==> config.mk <==
export PLATFORM = sky130hd
export DESIGN_NAME = diagonal_line_stepper_top
export DESIGN_NICKNAME = d
export VERILOG_FILES = /design/src/sv/dls_pkg.sv /design/src/sv/diagonal_line_stepper_top.sv /design/src/sv/dls_div.sv /design/src/sv/dls_mul.sv
export VERILOG_INCLUDE_DIRS = /design/src /design/src/sv
export SDC_FILE = /design/constraint.sdc
export NUM_CORES = 2
export LEC_CHECK = 0
export BUFFER_PORTS_ARGS = -buffer_cell sky130_fd_sc_hd__buf_2
export CORE_ASPECT_RATIO = 0.5
export CORE_MARGIN = 5
export CORE_UTILIZATION = 45
export CTS_CLUSTER_DIAMETER = 30
export DETAILED_ROUTE_END_ITERATION = 10
export SYNTH_ARGS = -nofsm -noshare
export SYNTH_HDL_FRONTEND = slang
export SYNTH_HIERARCHICAL = 1
export SYNTH_SLANG_ARGS = --single-unit
==> constraint.sdc <==
create_clock -name clk -period 13.8 [get_ports clk]
set_clock_uncertainty 0.2 [all_clocks]
set_input_delay 2.76 -clock clk [delete_from_list [all_inputs] [get_ports clk]]
set_output_delay 2.76 -clock clk [all_outputs]
set_load 0.02 [all_outputs]
==> src/sv/diagonal_line_stepper_top_macros.svh <==
// Assertion macros for the diagonal line stepper.
`ifndef DIAGONAL_LINE_STEPPER_TOP_MACROS_SVH
`define DIAGONAL_LINE_STEPPER_TOP_MACROS_SVH

// Check that a condition implies a consequence in the same cycle.
`define DLS_ASSERT_SAME(label, clk, rst_n, cond, cons) \
  label: assert property (@(posedge clk) disable iff (!rst_n) (cond) |-> (cons)) \
    else $error("assertion failed");

// Check that a condition implies a consequence in the next cycle.
`define DLS_ASSERT_NEXT(label, clk, rst_n, cond, cons) \
  label: assert property (@(posedge clk) disable iff (!rst_n) (cond) |=> (cons)) \
    else $error("assertion failed");

`endif

==> src/sv/dls_pkg.sv <==
// Shared types, constants and helpers of the diagonal line stepper.
package dls_pkg;

  localparam int POS_W      = 24;
  localparam int STEP_W     = 16;
  localparam int LIMIT_W    = 24;
  localparam int CFG_ADDR_W = 2;
  localparam int CFG_DATA_W = 24;
  localparam int DIR_W      = 3;
  localparam int DIV_W      = 25;
  localparam int QUO_W      = 17;
  localparam int SLOPE_W    = 18;
  localparam int OFS_W      = 26;
  localparam int CRN_W      = 26;
  localparam int MUL_W      = 27;
  localparam int PROD_W     = 54;
  localparam int DIST_W     = 52;
  localparam int DEV_W      = 27;
  localparam int IN_DATA_W  = 48;
  localparam int OUT_DATA_W = 56;

  localparam logic [CFG_ADDR_W-1:0] REG_STEP_SIZE  = 2'd0;
  localparam logic [CFG_ADDR_W-1:0] REG_STOP_LIMIT = 2'd1;

  localparam logic [STEP_W-1:0]  STEP_RESET  = 16'd256;
  localparam logic [LIMIT_W-1:0] LIMIT_RESET = 24'd512;

  localparam logic [DIR_W-1:0] DIR_NONE = 3'd4;

  localparam logic signed [POS_W-1:0] POS_MAX = 24'sh7FFFFF;
  localparam logic signed [POS_W-1:0] POS_MIN = -24'sh800000;

  typedef enum logic [2:0] {
    S_IDLE,
    S_CHECK,
    S_DIV,
    S_OFS_MUL,
    S_OFS,
    S_CORNER,
    S_PICK,
    S_OUT
  } dls_state_t;

  typedef struct packed {
    logic             start;
    logic [DIV_W-1:0] num;
    logic [DIV_W-1:0] den;
  } dls_div_req_t;

  // Corner 1 and 2 step +x, corners 2 and 3 step +y.
  function automatic logic plus_x(input logic [1:0] k);
    plus_x = (k == 2'd1) || (k == 2'd2);
  endfunction

  function automatic logic plus_y(input logic [1:0] k);
    plus_y = k[1];
  endfunction

  // Pen coordinate moved by one step in the given sense, full width.
  function automatic logic signed [CRN_W-1:0] corner(input logic signed [POS_W-1:0] pen,
                                                    input logic [STEP_W-1:0] st,
                                                    input logic plus);
    logic signed [CRN_W-1:0] p_ext;
    logic signed [CRN_W-1:0] s_ext;
    p_ext = {{(CRN_W-POS_W){pen[POS_W-1]}}, pen};
    s_ext = $signed({{(CRN_W-STEP_W){1'b0}}, st});
    corner = plus ? (p_ext + s_ext) : (p_ext - s_ext);
  endfunction

  // Clamp a corner coordinate into the pen range.
  function automatic logic signed [POS_W-1:0] sat_pos(input logic signed [CRN_W-1:0] v);
    if (v > $signed({{(CRN_W-POS_W){1'b0}}, POS_MAX})) sat_pos = POS_MAX;
    else if (v < $signed({{(CRN_W-POS_W){1'b1}}, POS_MIN})) sat_pos = POS_MIN;
    else sat_pos = v[POS_W-1:0];
  endfunction

endpackage

==> src/sv/diagonal_line_stepper_top.sv <==
// Top level of the diagonal line stepper: sequencer, state and datapath.
//
//  channel | dir | handshake          | payload
//  in      | in  | in_tvalid/tready   | tdata: target_x, target_y
//  out     | out | out_tvalid/tready  | tdata: step_dir, pos_x, pos_y; tuser: done_res
//  cfg     | in  | cfg_we             | cfg_addr, cfg_wdata
//
// An item goes straight to the output when the target is reached. A step rates
// the four corners on the shared multiplier; the first step toward a new
// target first finds the slope on the one-bit-per-cycle slope divider
// (17 quotient bits) and the offset. Either then waits for the output.
// Reset is synchronous, active low. in_tready is low from acceptance until the
// result transfer completes.
module diagonal_line_stepper_top (
  input  logic                                 clk,
  input  logic                                 rst_n,
  input  logic                                 in_tvalid,
  output logic                                 in_tready,
  input  logic [dls_pkg::IN_DATA_W-1:0]        in_tdata,   // target_x, target_y
  output logic                                 out_tvalid,
  input  logic                                 out_tready,
  output logic [dls_pkg::OUT_DATA_W-1:0]       out_tdata,  // step_dir, pos_x, pos_y, zero pad
  output logic                                 out_tuser,  // done_res
  input  logic                                 cfg_we,
  input  logic [dls_pkg::CFG_ADDR_W-1:0]       cfg_addr,
  input  logic [dls_pkg::CFG_DATA_W-1:0]       cfg_wdata
);

  localparam int PW = dls_pkg::POS_W;

  dls_pkg::dls_state_t state_r, state_nxt;

  logic [dls_pkg::STEP_W-1:0]         step_r;
  logic [dls_pkg::LIMIT_W-1:0]        limit_r;
  logic signed [PW-1:0]               tx_r, ty_r;
  logic signed [PW-1:0]               pen_x_r, pen_y_r;
  logic                               fit_pend_r;
  logic signed [dls_pkg::SLOPE_W-1:0] slope_r;
  logic signed [dls_pkg::OFS_W-1:0]   ofs_r;
  logic                               on_x_r;
  logic                               neg_r;
  logic [1:0]                         k_r;
  logic [1:0]                         ph_r;
  logic [dls_pkg::DIST_W-1:0]         acc_r;
  logic [dls_pkg::DIST_W-1:0]         s1_dist_r, s2_dist_r;
  logic [dls_pkg::DEV_W-1:0]          s1_dev_r, s2_dev_r;
  logic [1:0]                         s1_k_r, s2_k_r;
  logic                               s2_val_r;
  logic                               out_done_r;
  logic [dls_pkg::DIR_W-1:0]          out_dir_r;

  logic signed [PW:0]                 dx, dy;
  logic [PW:0]                        dxm, dym;
  logic [PW+1:0]                      l1;
  logic                               reached;
  logic                               on_x_new;
  logic                               div_done;
  logic [dls_pkg::QUO_W-1:0]          div_quo;
  dls_pkg::dls_div_req_t              div_req;
  logic signed [dls_pkg::MUL_W-1:0]   mul_a, mul_b;
  logic signed [dls_pkg::PROD_W-1:0]  prod;
  logic signed [dls_pkg::PROD_W-1:0]  prod_rnd;
  logic signed [dls_pkg::OFS_W-1:0]   prod_q;
  logic signed [dls_pkg::CRN_W-1:0]   cx, cy, cmaj, cmin;
  logic signed [dls_pkg::MUL_W-1:0]   ex, ey;
  logic signed [dls_pkg::DEV_W:0]     dev_s;
  logic [dls_pkg::DEV_W-1:0]          dev;
  logic [1:0]                         pick;
  logic signed [dls_pkg::CRN_W-1:0]   pick_x, pick_y;
  logic signed [PW-1:0]               tmaj, tmin;

  // Distance to target and fit choice
  assign dx       = {tx_r[PW-1], tx_r} - {pen_x_r[PW-1], pen_x_r};
  assign dy       = {ty_r[PW-1], ty_r} - {pen_y_r[PW-1], pen_y_r};
  assign dxm      = dx[PW] ? (PW+1)'(0) - dx : dx;
  assign dym      = dy[PW] ? (PW+1)'(0) - dy : dy;
  assign l1       = {1'b0, dxm} + {1'b0, dym};
  assign reached  = l1 <= {2'b00, limit_r};
  assign on_x_new = dym <= dxm;

  // Divider request on the first step toward a target
  always_comb begin
    div_req.start = (state_r == dls_pkg::S_CHECK) && !reached && fit_pend_r;
    div_req.num   = on_x_new ? dym : dxm;
    div_req.den   = on_x_new ? dxm : dym;
  end

  dls_div u_div (
    .clk   (clk),
    .rst_n (rst_n),
    .req   (div_req),
    .done  (div_done),
    .quo   (div_quo)
  );

  // Current corner and its offsets from the target
  assign cx   = dls_pkg::corner(pen_x_r, step_r, dls_pkg::plus_x(k_r));
  assign cy   = dls_pkg::corner(pen_y_r, step_r, dls_pkg::plus_y(k_r));
  assign cmaj = on_x_r ? cx : cy;
  assign cmin = on_x_r ? cy : cx;
  assign ex   = {{(dls_pkg::MUL_W-PW){tx_r[PW-1]}}, tx_r} - {cx[dls_pkg::CRN_W-1], cx};
  assign ey   = {{(dls_pkg::MUL_W-PW){ty_r[PW-1]}}, ty_r} - {cy[dls_pkg::CRN_W-1], cy};
  assign tmaj = on_x_r ? tx_r : ty_r;
  assign tmin = on_x_r ? ty_r : tx_r;

  // Multiplier operand select
  always_comb begin
    mul_a = '0;
    mul_b = '0;
    if (state_r == dls_pkg::S_OFS_MUL) begin
      mul_a = {{(dls_pkg::MUL_W-dls_pkg::SLOPE_W){slope_r[dls_pkg::SLOPE_W-1]}}, slope_r};
      mul_b = {{(dls_pkg::MUL_W-PW){tmaj[PW-1]}}, tmaj};
    end else if (state_r == dls_pkg::S_CORNER) begin
      case (ph_r)
        2'd0: begin
          mul_a = ex;
          mul_b = ex;
        end
        2'd1: begin
          mul_a = ey;
          mul_b = ey;
        end
        2'd2: begin
          mul_a = {{(dls_pkg::MUL_W-dls_pkg::SLOPE_W){slope_r[dls_pkg::SLOPE_W-1]}}, slope_r};
          mul_b = {cmaj[dls_pkg::CRN_W-1], cmaj};
        end
        default: begin
          mul_a = '0;
          mul_b = '0;
        end
      endcase
    end
  end

  dls_mul u_mul (
    .clk (clk),
    .a   (mul_a),
    .b   (mul_b),
    .p   (prod)
  );

  // Round the Q16 product half up to whole units
  assign prod_rnd = prod + dls_pkg::PROD_W'(32768);
  assign prod_q   = prod_rnd[dls_pkg::OFS_W+15:16];

  // Deviation of the corner from the guide line
  assign dev_s = {{2{cmin[dls_pkg::CRN_W-1]}}, cmin}
               - {{2{prod_q[dls_pkg::OFS_W-1]}}, prod_q}
               - {{2{ofs_r[dls_pkg::OFS_W-1]}}, ofs_r};
  assign dev   = dev_s[dls_pkg::DEV_W] ? dls_pkg::DEV_W'(0) - dev_s[dls_pkg::DEV_W-1:0]
                                       : dev_s[dls_pkg::DEV_W-1:0];

  // Final choice between the two nearest corners
  assign pick   = (s1_dev_r < s2_dev_r) ? s1_k_r : s2_k_r;
  assign pick_x = dls_pkg::corner(pen_x_r, step_r, dls_pkg::plus_x(pick));
  assign pick_y = dls_pkg::corner(pen_y_r, step_r, dls_pkg::plus_y(pick));

  // Next state
  always_comb begin
    state_nxt = state_r;
    unique case (state_r)
      dls_pkg::S_IDLE:    if (in_tvalid) state_nxt = dls_pkg::S_CHECK;
      dls_pkg::S_CHECK: begin
        if (reached) state_nxt = dls_pkg::S_OUT;
        else if (fit_pend_r) state_nxt = dls_pkg::S_DIV;
        else state_nxt = dls_pkg::S_CORNER;
      end
      dls_pkg::S_DIV:     if (div_done) state_nxt = dls_pkg::S_OFS_MUL;
      dls_pkg::S_OFS_MUL: state_nxt = dls_pkg::S_OFS;
      dls_pkg::S_OFS:     state_nxt = dls_pkg::S_CORNER;
      dls_pkg::S_CORNER:  if (ph_r == 2'd3 && k_r == 2'd3) state_nxt = dls_pkg::S_PICK;
      dls_pkg::S_PICK:    state_nxt = dls_pkg::S_OUT;
      dls_pkg::S_OUT:     if (out_tready) state_nxt = dls_pkg::S_IDLE;
      default:            state_nxt = dls_pkg::S_IDLE;
    endcase
  end

  // Handshake outputs
  always_comb begin
    in_tready  = (state_r == dls_pkg::S_IDLE);
    out_tvalid = (state_r == dls_pkg::S_OUT);
  end

  assign out_tuser = out_done_r;
  assign out_tdata = {5'd0, pen_y_r, pen_x_r, out_dir_r};

  // Control state and configuration
  always_ff @(posedge clk) begin
    if (!rst_n) begin
      state_r    <= dls_pkg::S_IDLE;
      step_r     <= dls_pkg::STEP_RESET;
      limit_r    <= dls_pkg::LIMIT_RESET;
      pen_x_r    <= '0;
      pen_y_r    <= '0;
      fit_pend_r <= 1'b1;
      slope_r    <= '0;
      ofs_r      <= '0;
      on_x_r     <= 1'b0;
      k_r        <= '0;
      ph_r       <= '0;
      s2_val_r   <= 1'b0;
    end else begin
      state_r <= state_nxt;
      if (cfg_we) begin
        unique case (cfg_addr)
          dls_pkg::REG_STEP_SIZE:  step_r  <= cfg_wdata[dls_pkg::STEP_W-1:0];
          dls_pkg::REG_STOP_LIMIT: limit_r <= cfg_wdata[dls_pkg::LIMIT_W-1:0];
          default: ;
        endcase
      end
      if (state_r == dls_pkg::S_CHECK) begin
        k_r  <= '0;
        ph_r <= '0;
        if (reached) begin
          fit_pend_r <= 1'b1;
        end else if (fit_pend_r) begin
          on_x_r <= on_x_new;
        end
      end
      if (state_r == dls_pkg::S_DIV && div_done) begin
        slope_r    <= neg_r ? dls_pkg::SLOPE_W'(0) - {1'b0, div_quo} : {1'b0, div_quo};
        fit_pend_r <= 1'b0;
      end
      if (state_r == dls_pkg::S_OFS) begin
        ofs_r <= {{(dls_pkg::OFS_W-PW){tmin[PW-1]}}, tmin} - prod_q;
      end
      if (state_r == dls_pkg::S_CORNER) begin
        ph_r <= ph_r + 2'd1;
        if (ph_r == 2'd3) begin
          k_r <= k_r + 2'd1;
          if (k_r == 2'd0) s2_val_r <= 1'b0;
          else s2_val_r <= 1'b1;
        end
      end
      if (state_r == dls_pkg::S_PICK) begin
        pen_x_r <= dls_pkg::sat_pos(pick_x);
        pen_y_r <= dls_pkg::sat_pos(pick_y);
      end
    end
  end

  // Payload registers
  always_ff @(posedge clk) begin
    if (in_tvalid && in_tready) begin
      tx_r <= in_tdata[PW-1:0];
      ty_r <= in_tdata[2*PW-1:PW];
    end
    if (div_req.start) begin
      neg_r <= dx[PW] ^ dy[PW];
    end
    if (state_r == dls_pkg::S_CHECK) begin
      out_done_r <= 1'b1;
      out_dir_r  <= dls_pkg::DIR_NONE;
    end
    if (state_r == dls_pkg::S_PICK) begin
      out_done_r <= 1'b0;
      out_dir_r  <= {1'b0, pick};
    end
    // Accumulate squared distance, then rank the corner
    if (state_r == dls_pkg::S_CORNER) begin
      case (ph_r)
        2'd1: acc_r <= prod[dls_pkg::DIST_W-1:0];
        2'd2: acc_r <= acc_r + prod[dls_pkg::DIST_W-1:0];
        2'd3: begin
          if (k_r == 2'd0) begin
            s1_dist_r <= acc_r;
            s1_dev_r  <= dev;
            s1_k_r    <= k_r;
          end else if (s1_dist_r > acc_r) begin
            s2_dist_r <= s1_dist_r;
            s2_dev_r  <= s1_dev_r;
            s2_k_r    <= s1_k_r;
            s1_dist_r <= acc_r;
            s1_dev_r  <= dev;
            s1_k_r    <= k_r;
          end else if (!s2_val_r || s2_dist_r > acc_r) begin
            s2_dist_r <= acc_r;
            s2_dev_r  <= dev;
            s2_k_r    <= k_r;
          end
        end
        default: ;
      endcase
    end
  end

`include "diagonal_line_stepper_top_macros.svh"

  `DLS_ASSERT_SAME(a_ready_excl, clk, rst_n, in_tready, !out_tvalid)
  `DLS_ASSERT_SAME(a_done_dir, clk, rst_n, out_tvalid && out_tuser, out_tdata[2:0] == dls_pkg::DIR_NONE)
  `DLS_ASSERT_NEXT(a_accept_busy, clk, rst_n, in_tvalid && in_tready, !in_tready)
  `DLS_ASSERT_NEXT(a_out_release, clk, rst_n, out_tvalid && out_tready, in_tready)

endmodule

==> src/sv/dls_div.sv <==
// Restoring divider for the slope quotient, one quotient bit per cycle.
module dls_div (
  input  logic                             clk,
  input  logic                             rst_n,
  input  dls_pkg::dls_div_req_t            req,
  output logic                             done,
  output logic [dls_pkg::QUO_W-1:0]        quo
);

  localparam int CNT_W = $clog2(dls_pkg::QUO_W + 1);

  logic [CNT_W-1:0]          cnt_r;
  logic                      run_r;
  logic                      first_r;
  logic                      done_r;
  logic [dls_pkg::DIV_W:0]   rem_r;
  logic [dls_pkg::DIV_W-1:0] den_r;
  logic [dls_pkg::QUO_W-1:0] quo_r;
  logic [dls_pkg::DIV_W:0]   trial;

  // Shift the partial remainder except on the leading bit
  assign trial = first_r ? rem_r : {rem_r[dls_pkg::DIV_W-1:0], 1'b0};

  // Control: count down the quotient bits and flag done after the last
  always_ff @(posedge clk) begin
    if (!rst_n) begin
      run_r  <= 1'b0;
      done_r <= 1'b0;
      cnt_r  <= '0;
    end else begin
      done_r <= 1'b0;
      if (req.start) begin
        run_r <= 1'b1;
        cnt_r <= CNT_W'(dls_pkg::QUO_W);
      end else if (run_r) begin
        cnt_r <= cnt_r - 1'b1;
        if (cnt_r == CNT_W'(1)) begin
          run_r  <= 1'b0;
          done_r <= 1'b1;
        end
      end
    end
  end

  // Datapath: compare and subtract
  always_ff @(posedge clk) begin
    if (req.start) begin
      rem_r   <= {1'b0, req.num};
      den_r   <= req.den;
      quo_r   <= '0;
      first_r <= 1'b1;
    end else if (run_r) begin
      first_r <= 1'b0;
      if (trial >= {1'b0, den_r}) begin
        rem_r <= trial - {1'b0, den_r};
        quo_r <= {quo_r[dls_pkg::QUO_W-2:0], 1'b1};
      end else begin
        rem_r <= trial;
        quo_r <= {quo_r[dls_pkg::QUO_W-2:0], 1'b0};
      end
    end
  end

  assign done = done_r;
  // Zero over zero gives a zero slope
  assign quo  = (den_r == '0) ? '0 : quo_r;

endmodule

==> src/sv/dls_mul.sv <==
// Shared signed multiplier with a registered product.
module dls_mul (
  input  logic                                clk,
  input  logic signed [dls_pkg::MUL_W-1:0]    a,
  input  logic signed [dls_pkg::MUL_W-1:0]    b,
  output logic signed [dls_pkg::PROD_W-1:0]   p
);

  logic signed [dls_pkg::PROD_W-1:0] p_r;

  // Register the product for use in the next cycle
  always_ff @(posedge clk) begin
    p_r <= a * b;
  end

  assign p = p_r;

endmodule
# --- Word-level counts from Yosys, hierarchy flattened ---
# Index checks and enable logic that the tools add are counted.
op_classes:
  bitwise: 5
  add_sub_neg: 22
  eq_ne: 21
  magnitude_cmp: 10
  multipliers: 1
  reduce_logical: 34
  mux: 68
ops:
  columns: ["operator", "count"]
  rows:
  - ["$mux W27", 9]
  - ["$mux W26", 8]
  - ["$mux W52", 4]
  - ["$pmux W27 S3", 2]
  - ["$mux W25", 6]
  - ["$mux W24", 6]
  - ["$gt A52 B52 Y1", 2]
  - ["$pmux W52 S2", 1]
  - ["$sub A24 B26 Y27", 2]
  - ["$add A52 B52 Y52", 1]
  - ["$gt A26 B24 Y1 const B", 2]
  - ["$lt A26 B24 Y1 const B", 2]
  - ["$mul A27 B27 Y52", 1]
  - ["$add A24 B17 Y25", 2]
  - ["$sub A1 B25 Y25 const A", 2]
  - ["$sub A24 B17 Y25", 2]
  - ["$sub A24 B24 Y25", 2]
  - ["$add A42 B17 Y42 const B", 1]
  - ["$sub A27 B26 Y28", 1]
  - ["$lt A27 B27 Y1", 1]
  - ["$sub A1 B27 Y27 const A", 1]
  - ["$sub A26 B26 Y27", 1]
  - ["$add A25 B25 Y26", 1]
  - ["$ge A26 B25 Y1", 1]
  - ["36 further kinds", 100]
word_totals:
  register_bits: 536
  output_inout_bits: 59
  wordCells: 195
  inputBits: 79

# --- Longest topological paths before layout ---
depth:
  word_depth: 10
  ltp_mapped: 57
  depth_no_buf: 55

# --- Modules after synthesis ---
# The synthesis kept the hierarchy.
modules_own_cells:
  columns: ["mod", "area_each_um2", "seq_area_each_um2", "n_inst", "cells_each"]
  rows:
  - ["diagonal_line_stepper_top", 40423.8, 10820.4, 1, 4622]
  - ["dls_mul", 27558.9, 1081.0, 1, 2987]
  - ["dls_div", 4934.7, 2021.9, 1, 507]

# --- Worst setup path before layout ---
# No wires, ideal clock.
synth_path:
  kind: "reg2reg"
  from: "register pen_y_r[1]"
  to: "register u_mul/p[52] (netlist name)"
  t_required_ns: 13.480
  period_less_slack_ns: 12.308
  arrival_time_ns: 11.988
  n_path_buf: 2
  path_slack_ns: 1.492
  path_stages_with_launch: 45
  setup_ns: 0.120
  path_cell_list: "dfxtp_1 -> ha_1 -> nor2b_1 -> o21ai_0 -> a21boi_0 -> o21a_1 -> o21a_1 -> o21ai_0 -> a21boi_0 -> o2111ai_1 -> a21oi_1 -> or4_1 -> o21ai_0 -> xnor2_1 -> inv_1 -> ha_1 -> or4_1 -> nor3_1 -> [... 9 more ...] -> inv_1 -> fa_1 -> fa_1 -> inv_1 -> fa_1 -> inv_1 -> fa_1 -> fa_1 -> fa_1 -> fa_1 -> ha_1 -> clkdlybuf4s18_1 -> a21o_2 -> a21oi_1 -> o21ai_0 -> a311oi_1 -> a21oi_2 -> o31a_1"
synth_rtl:
  columns: ["item", "line_no", "rtl"]
  rows:
  - ["start: declaration", "diagonal_line_stepper_top.sv:36", "logic signed [PW-1:0] pen_x_r, pen_y_r;"]
  - ["start signal: assignment", "diagonal_line_stepper_top.sv:237", "pen_y_r <= dls_pkg::sat_pos(pick_y);"]

# --- Worst setup path after layout ---
layout_path:
  from: "register step_r[1] (netlist bit)"
  to: "register u_mul.p_r, in the netlist u_mul/p[51]"
layout_via:
  elab_chain_len: 7
  word_cells_on_any_way: 16
  classes_between: "6 x add/sub; 1 x mul; 9 x mux"
layout_rtl:
  columns: ["item", "line_no", "rtl"]
  rows:
  - ["start: declaration", "diagonal_line_stepper_top.sv:33", "logic [dls_pkg::STEP_W-1:0] step_r;"]
  - ["start signal: assignment", "diagonal_line_stepper_top.sv:191", "step_r <= dls_pkg::STEP_RESET;"]
  - ["start signal: assignment", "diagonal_line_stepper_top.sv:206", "dls_pkg::REG_STEP_SIZE: step_r <= cfg_wdata[dls_pkg::STEP_W-1:0];"]
  - ["$sub A24 B17 Y25 or $add A24 B17 Y25 (tied branches)", "dls_pkg.sv:67", "corner = plus ? (p_ext + s_ext) : (p_ext - s_ext);"]
  - ["$mux W26", "dls_pkg.sv:67", null]
  - ["$sub A24 B26 Y27 (on tied branches)", "diagonal_line_stepper_top.sv:102, diagonal_line_stepper_top.sv:101", null]
  - ["$pmux W27 S3 *", "diagonal_line_stepper_top.sv:114", "case (ph_r)"]
  - ["$mux W27 *", "diagonal_line_stepper_top.sv:113", "end else if (state_r == dls_pkg::S_CORNER) begin"]
  - ["$mux W27 *", "diagonal_line_stepper_top.sv:110", "if (state_r == dls_pkg::S_OFS_MUL) begin"]
  - ["net mul_a (one bit)", "diagonal_line_stepper_top.sv:60", "logic signed [dls_pkg::MUL_W-1:0] mul_a, mul_b;"]
  - ["$mul A27 B27 Y52 *", "dls_mul.sv:13", "p_r <= a * b;"]
  - ["end signal: assignment", "dls_mul.sv:13", null]
  - ["end: declaration", "dls_mul.sv:9", "logic signed [dls_pkg::PROD_W-1:0] p_r;"]
# Mark *: on every way through the listed nets, which the timed path passes. The rest lies on a longest branch.
# A chain may end at the register's enable or synchronous reset.

==> results.sh <==
export IMPL_core_area_sq_mm=0.160
export IMPL_hold_ws_ns=0.248
export IMPL_setup_tns_final_ns=0
export IMPL_grt_max_degree=78
export IMPL_syn_inst=8061
export IMPL_root_buffer="clkbuf_16"
export IMPL_yosys_warnings=6
export IMPL_syn_avg_cell_area_sq_um=8.98
export IMPL_drt_vias_per_instance=5.51
export IMPL_die_y_um=294
export IMPL_ant_nets=0
export IMPL_drt_iter0_drc=4183
export IMPL_place_congestion=0.948
export IMPL_vias=57014
export IMPL_grt_first_pass_wirelength_mm=343
export IMPL_status="finished, final reports clean"
export IMPL_hold_violations=0
export IMPL_tightest_slew_ns=1.26
export IMPL_grt_pass1_vias=58182
export IMPL_start_kind="flop"
export IMPL_reg2regPathDepth=47
export IMPL_report_final_slew_viol_count=0
export IMPL_cpMostUsedCell="fa_1"
export IMPL_nets=9613
export IMPL_crit_end="u_mul/p[51]$_DFF_P_"
export IMPL_worstSkewPairLatency_ns=0.73
export IMPL_totalWireLength_mm=220
export IMPL_synth_cell_area_sq_mm=0.0724
export IMPL_path_depth=47
export IMPL_firstDrtPassIters=7
export IMPL_fmax_mhz=76.8
export IMPL_start_util_pct=45.1
export IMPL_arrival_ns=13.43
export IMPL_fillers=15293
export IMPL_crit_path_start="step_r[1]$_SDFFE_PN0P_"
export IMPL_crit_buf_inv=7
export IMPL_antenna_found_initial=6
export IMPL_slowest_stage="or4_1"
export IMPL_p_per_area_mw_per_mm2=186
export IMPL_clock_path_buffers=3
export IMPL_leakagePower_nw=36.4
export IMPL_cts_tree="yes"
export IMPL_place_hpwl_mm=176
export IMPL_crit_family="adder cells"
export IMPL_slowest_delay_ns=0.52
export IMPL_syn2layout_area_growth_pct=9.81
export IMPL_htree_levels=3
export IMPL_hp_class="reg -> reg"
export IMPL_worstSetupPathType="reg -> reg"
export IMPL_ir_drop_uv=451
export IMPL_core_rowCount=104
export IMPL_final_common_cell="inv_1"
export IMPL_crit_fanout=21
export IMPL_io_buffers=132
export IMPL_final_layout_size_suffix_gt1_share_pct=9.61
export IMPL_rr_startpoint="step_r[1]$_SDFFE_PN0P_"
export IMPL_drv_cap=0
export IMPL_drc_errors=0
export IMPL_wl_per_cell_um=21.3
export IMPL_mostFrequentLayoutCells="inv_1, nand2_1, fa_1"
export IMPL_die_w_um=577
export IMPL_cts_buffers=108
export IMPL_die_area_sq_mm=0.170
export IMPL_reg2reg_setup_slack_ns=0.79
export IMPL_cp_required_ns=14.22
export IMPL_overflow=0
export IMPL_setup_violations=0
export IMPL_slew_headroom_pct=15.8
export IMPL_clk_pin_slew_ns=0.05
export IMPL_grt_total_usage_pct=26.0
export IMPL_fin_crit_ns=13.01
export IMPL_rr_endpoint="u_mul/p[51]$_DFF_P_"
export IMPL_crit_path_end_kind="flop"
export IMPL_ioPinCount=138
export IMPL_cts_sinks=536
export IMPL_final_period_utilization_pct=94.3
-- state kept, by name, indices dropped and copies added (netlist names), 3 cells and up --
signal	count
acc_r	52
s1_dist_r	52
s2_dist_r	52
u_mul/p	52
s1_dev_r	27
s2_dev_r	27
ofs_r	26
u_div/rem_r	26
u_div/den_r	25
limit_r	24
pen_x_r	24
pen_y_r	24
tx_r	24
ty_r	24
slope_r	18
u_div/quo_r	17
step_r	16
u_div/cnt_r	5
out_dir_r	3
state_r	3
-- layer usage --
metal  routed length [um]  vias up  GRT usage, %
met4                 8700        0          9.12
met5                    0        -             0
met1                97500    28065          35.6
met2               100000     1638          42.5
li1                     -    26916             -
met3                13600      395          3.32
-- worst min-delay path, delay by kind of cell, from the launching register on --
family / cells / cell delay, ns
DFF: 1 / 0.30
AOI/OAI and AO/OA: 1 / 0.05
and+or+nand+nor: 1 / 0.05
-- worst min path at each step --
stage / startpoint / end / slack (ns) / depth (start not counted)
2_1_floorplan: ofs_r[10]$_SDFFE_PN0P_ / ofs_r[10]$_SDFFE_PN0P_ / 0.23 / 2
3_3_place_gp: ofs_r[13]$_SDFFE_PN0P_ / ofs_r[13]$_SDFFE_PN0P_ / 0.24 / 2
3_5_place_dp: ofs_r[18]$_SDFFE_PN0P_ / ofs_r[18]$_SDFFE_PN0P_ / 0.24 / 2
4_1_cts: ofs_r[17]$_SDFFE_PN0P_ / ofs_r[17]$_SDFFE_PN0P_ / 0.25 / 2
5_1_grt: ofs_r[15]$_SDFFE_PN0P_ / ofs_r[15]$_SDFFE_PN0P_ / 0.27 / 2
6_report: slope_r[16]$_SDFFE_PN0P_ / slope_r[16]$_SDFFE_PN0P_ / 0.25 / 2
-- area by class of cell --
cell class | instances | area [sq um] | share of cell area (%)
diodes | 3 | 7.51 | 0.00944
clock buffers | 121 | 2870 | 3.61
clock inverters | 84 | 986 | 1.24
inverters | 1238 | 4650 | 5.85
multi-input cells | 5955 | 52900 | 66.5
flip-flops and latches | 536 | 13900 | 17.5
well taps | 2173 | 2720 | 3.42
repair buffers | 241 | 1500 | 1.88
-- where the power goes --
part           switching [mW]  internal [mW]
logic                    5.73           3.77
registers               0.288           2.24
clock network            1.03           1.71
-- per-stage QoR --
step | power [mW] | instance area (sq um) | std cells | worst slack (ns) | utilization [%]
CTS | 14.7 | 79400 | 10347 | 0.353 | 49.5
global placement | 11.8 | 75600 | 10142 | 0.458 | 47.1
finish | 14.8 | 79500 | 10351 | 0.787 | 49.6
detailed placement | 11.9 | 75600 | 10142 | 0.394 | 47.1
floorplan | 9.42 | 72400 | 8065 | 1.67 | -
global route | 15.9 | 79500 | 10348 | -0.00126 | 49.6
-- repair_timing --
item / 4_1_cts / 5_1_grt
hold buffers: 0 / 0
setup endpoints to repair: 0 / 19
gates resized for setup: 0 / 15
buffers inserted: 0 / 1
No activity file was read; power rests on OpenSTA's default activity.
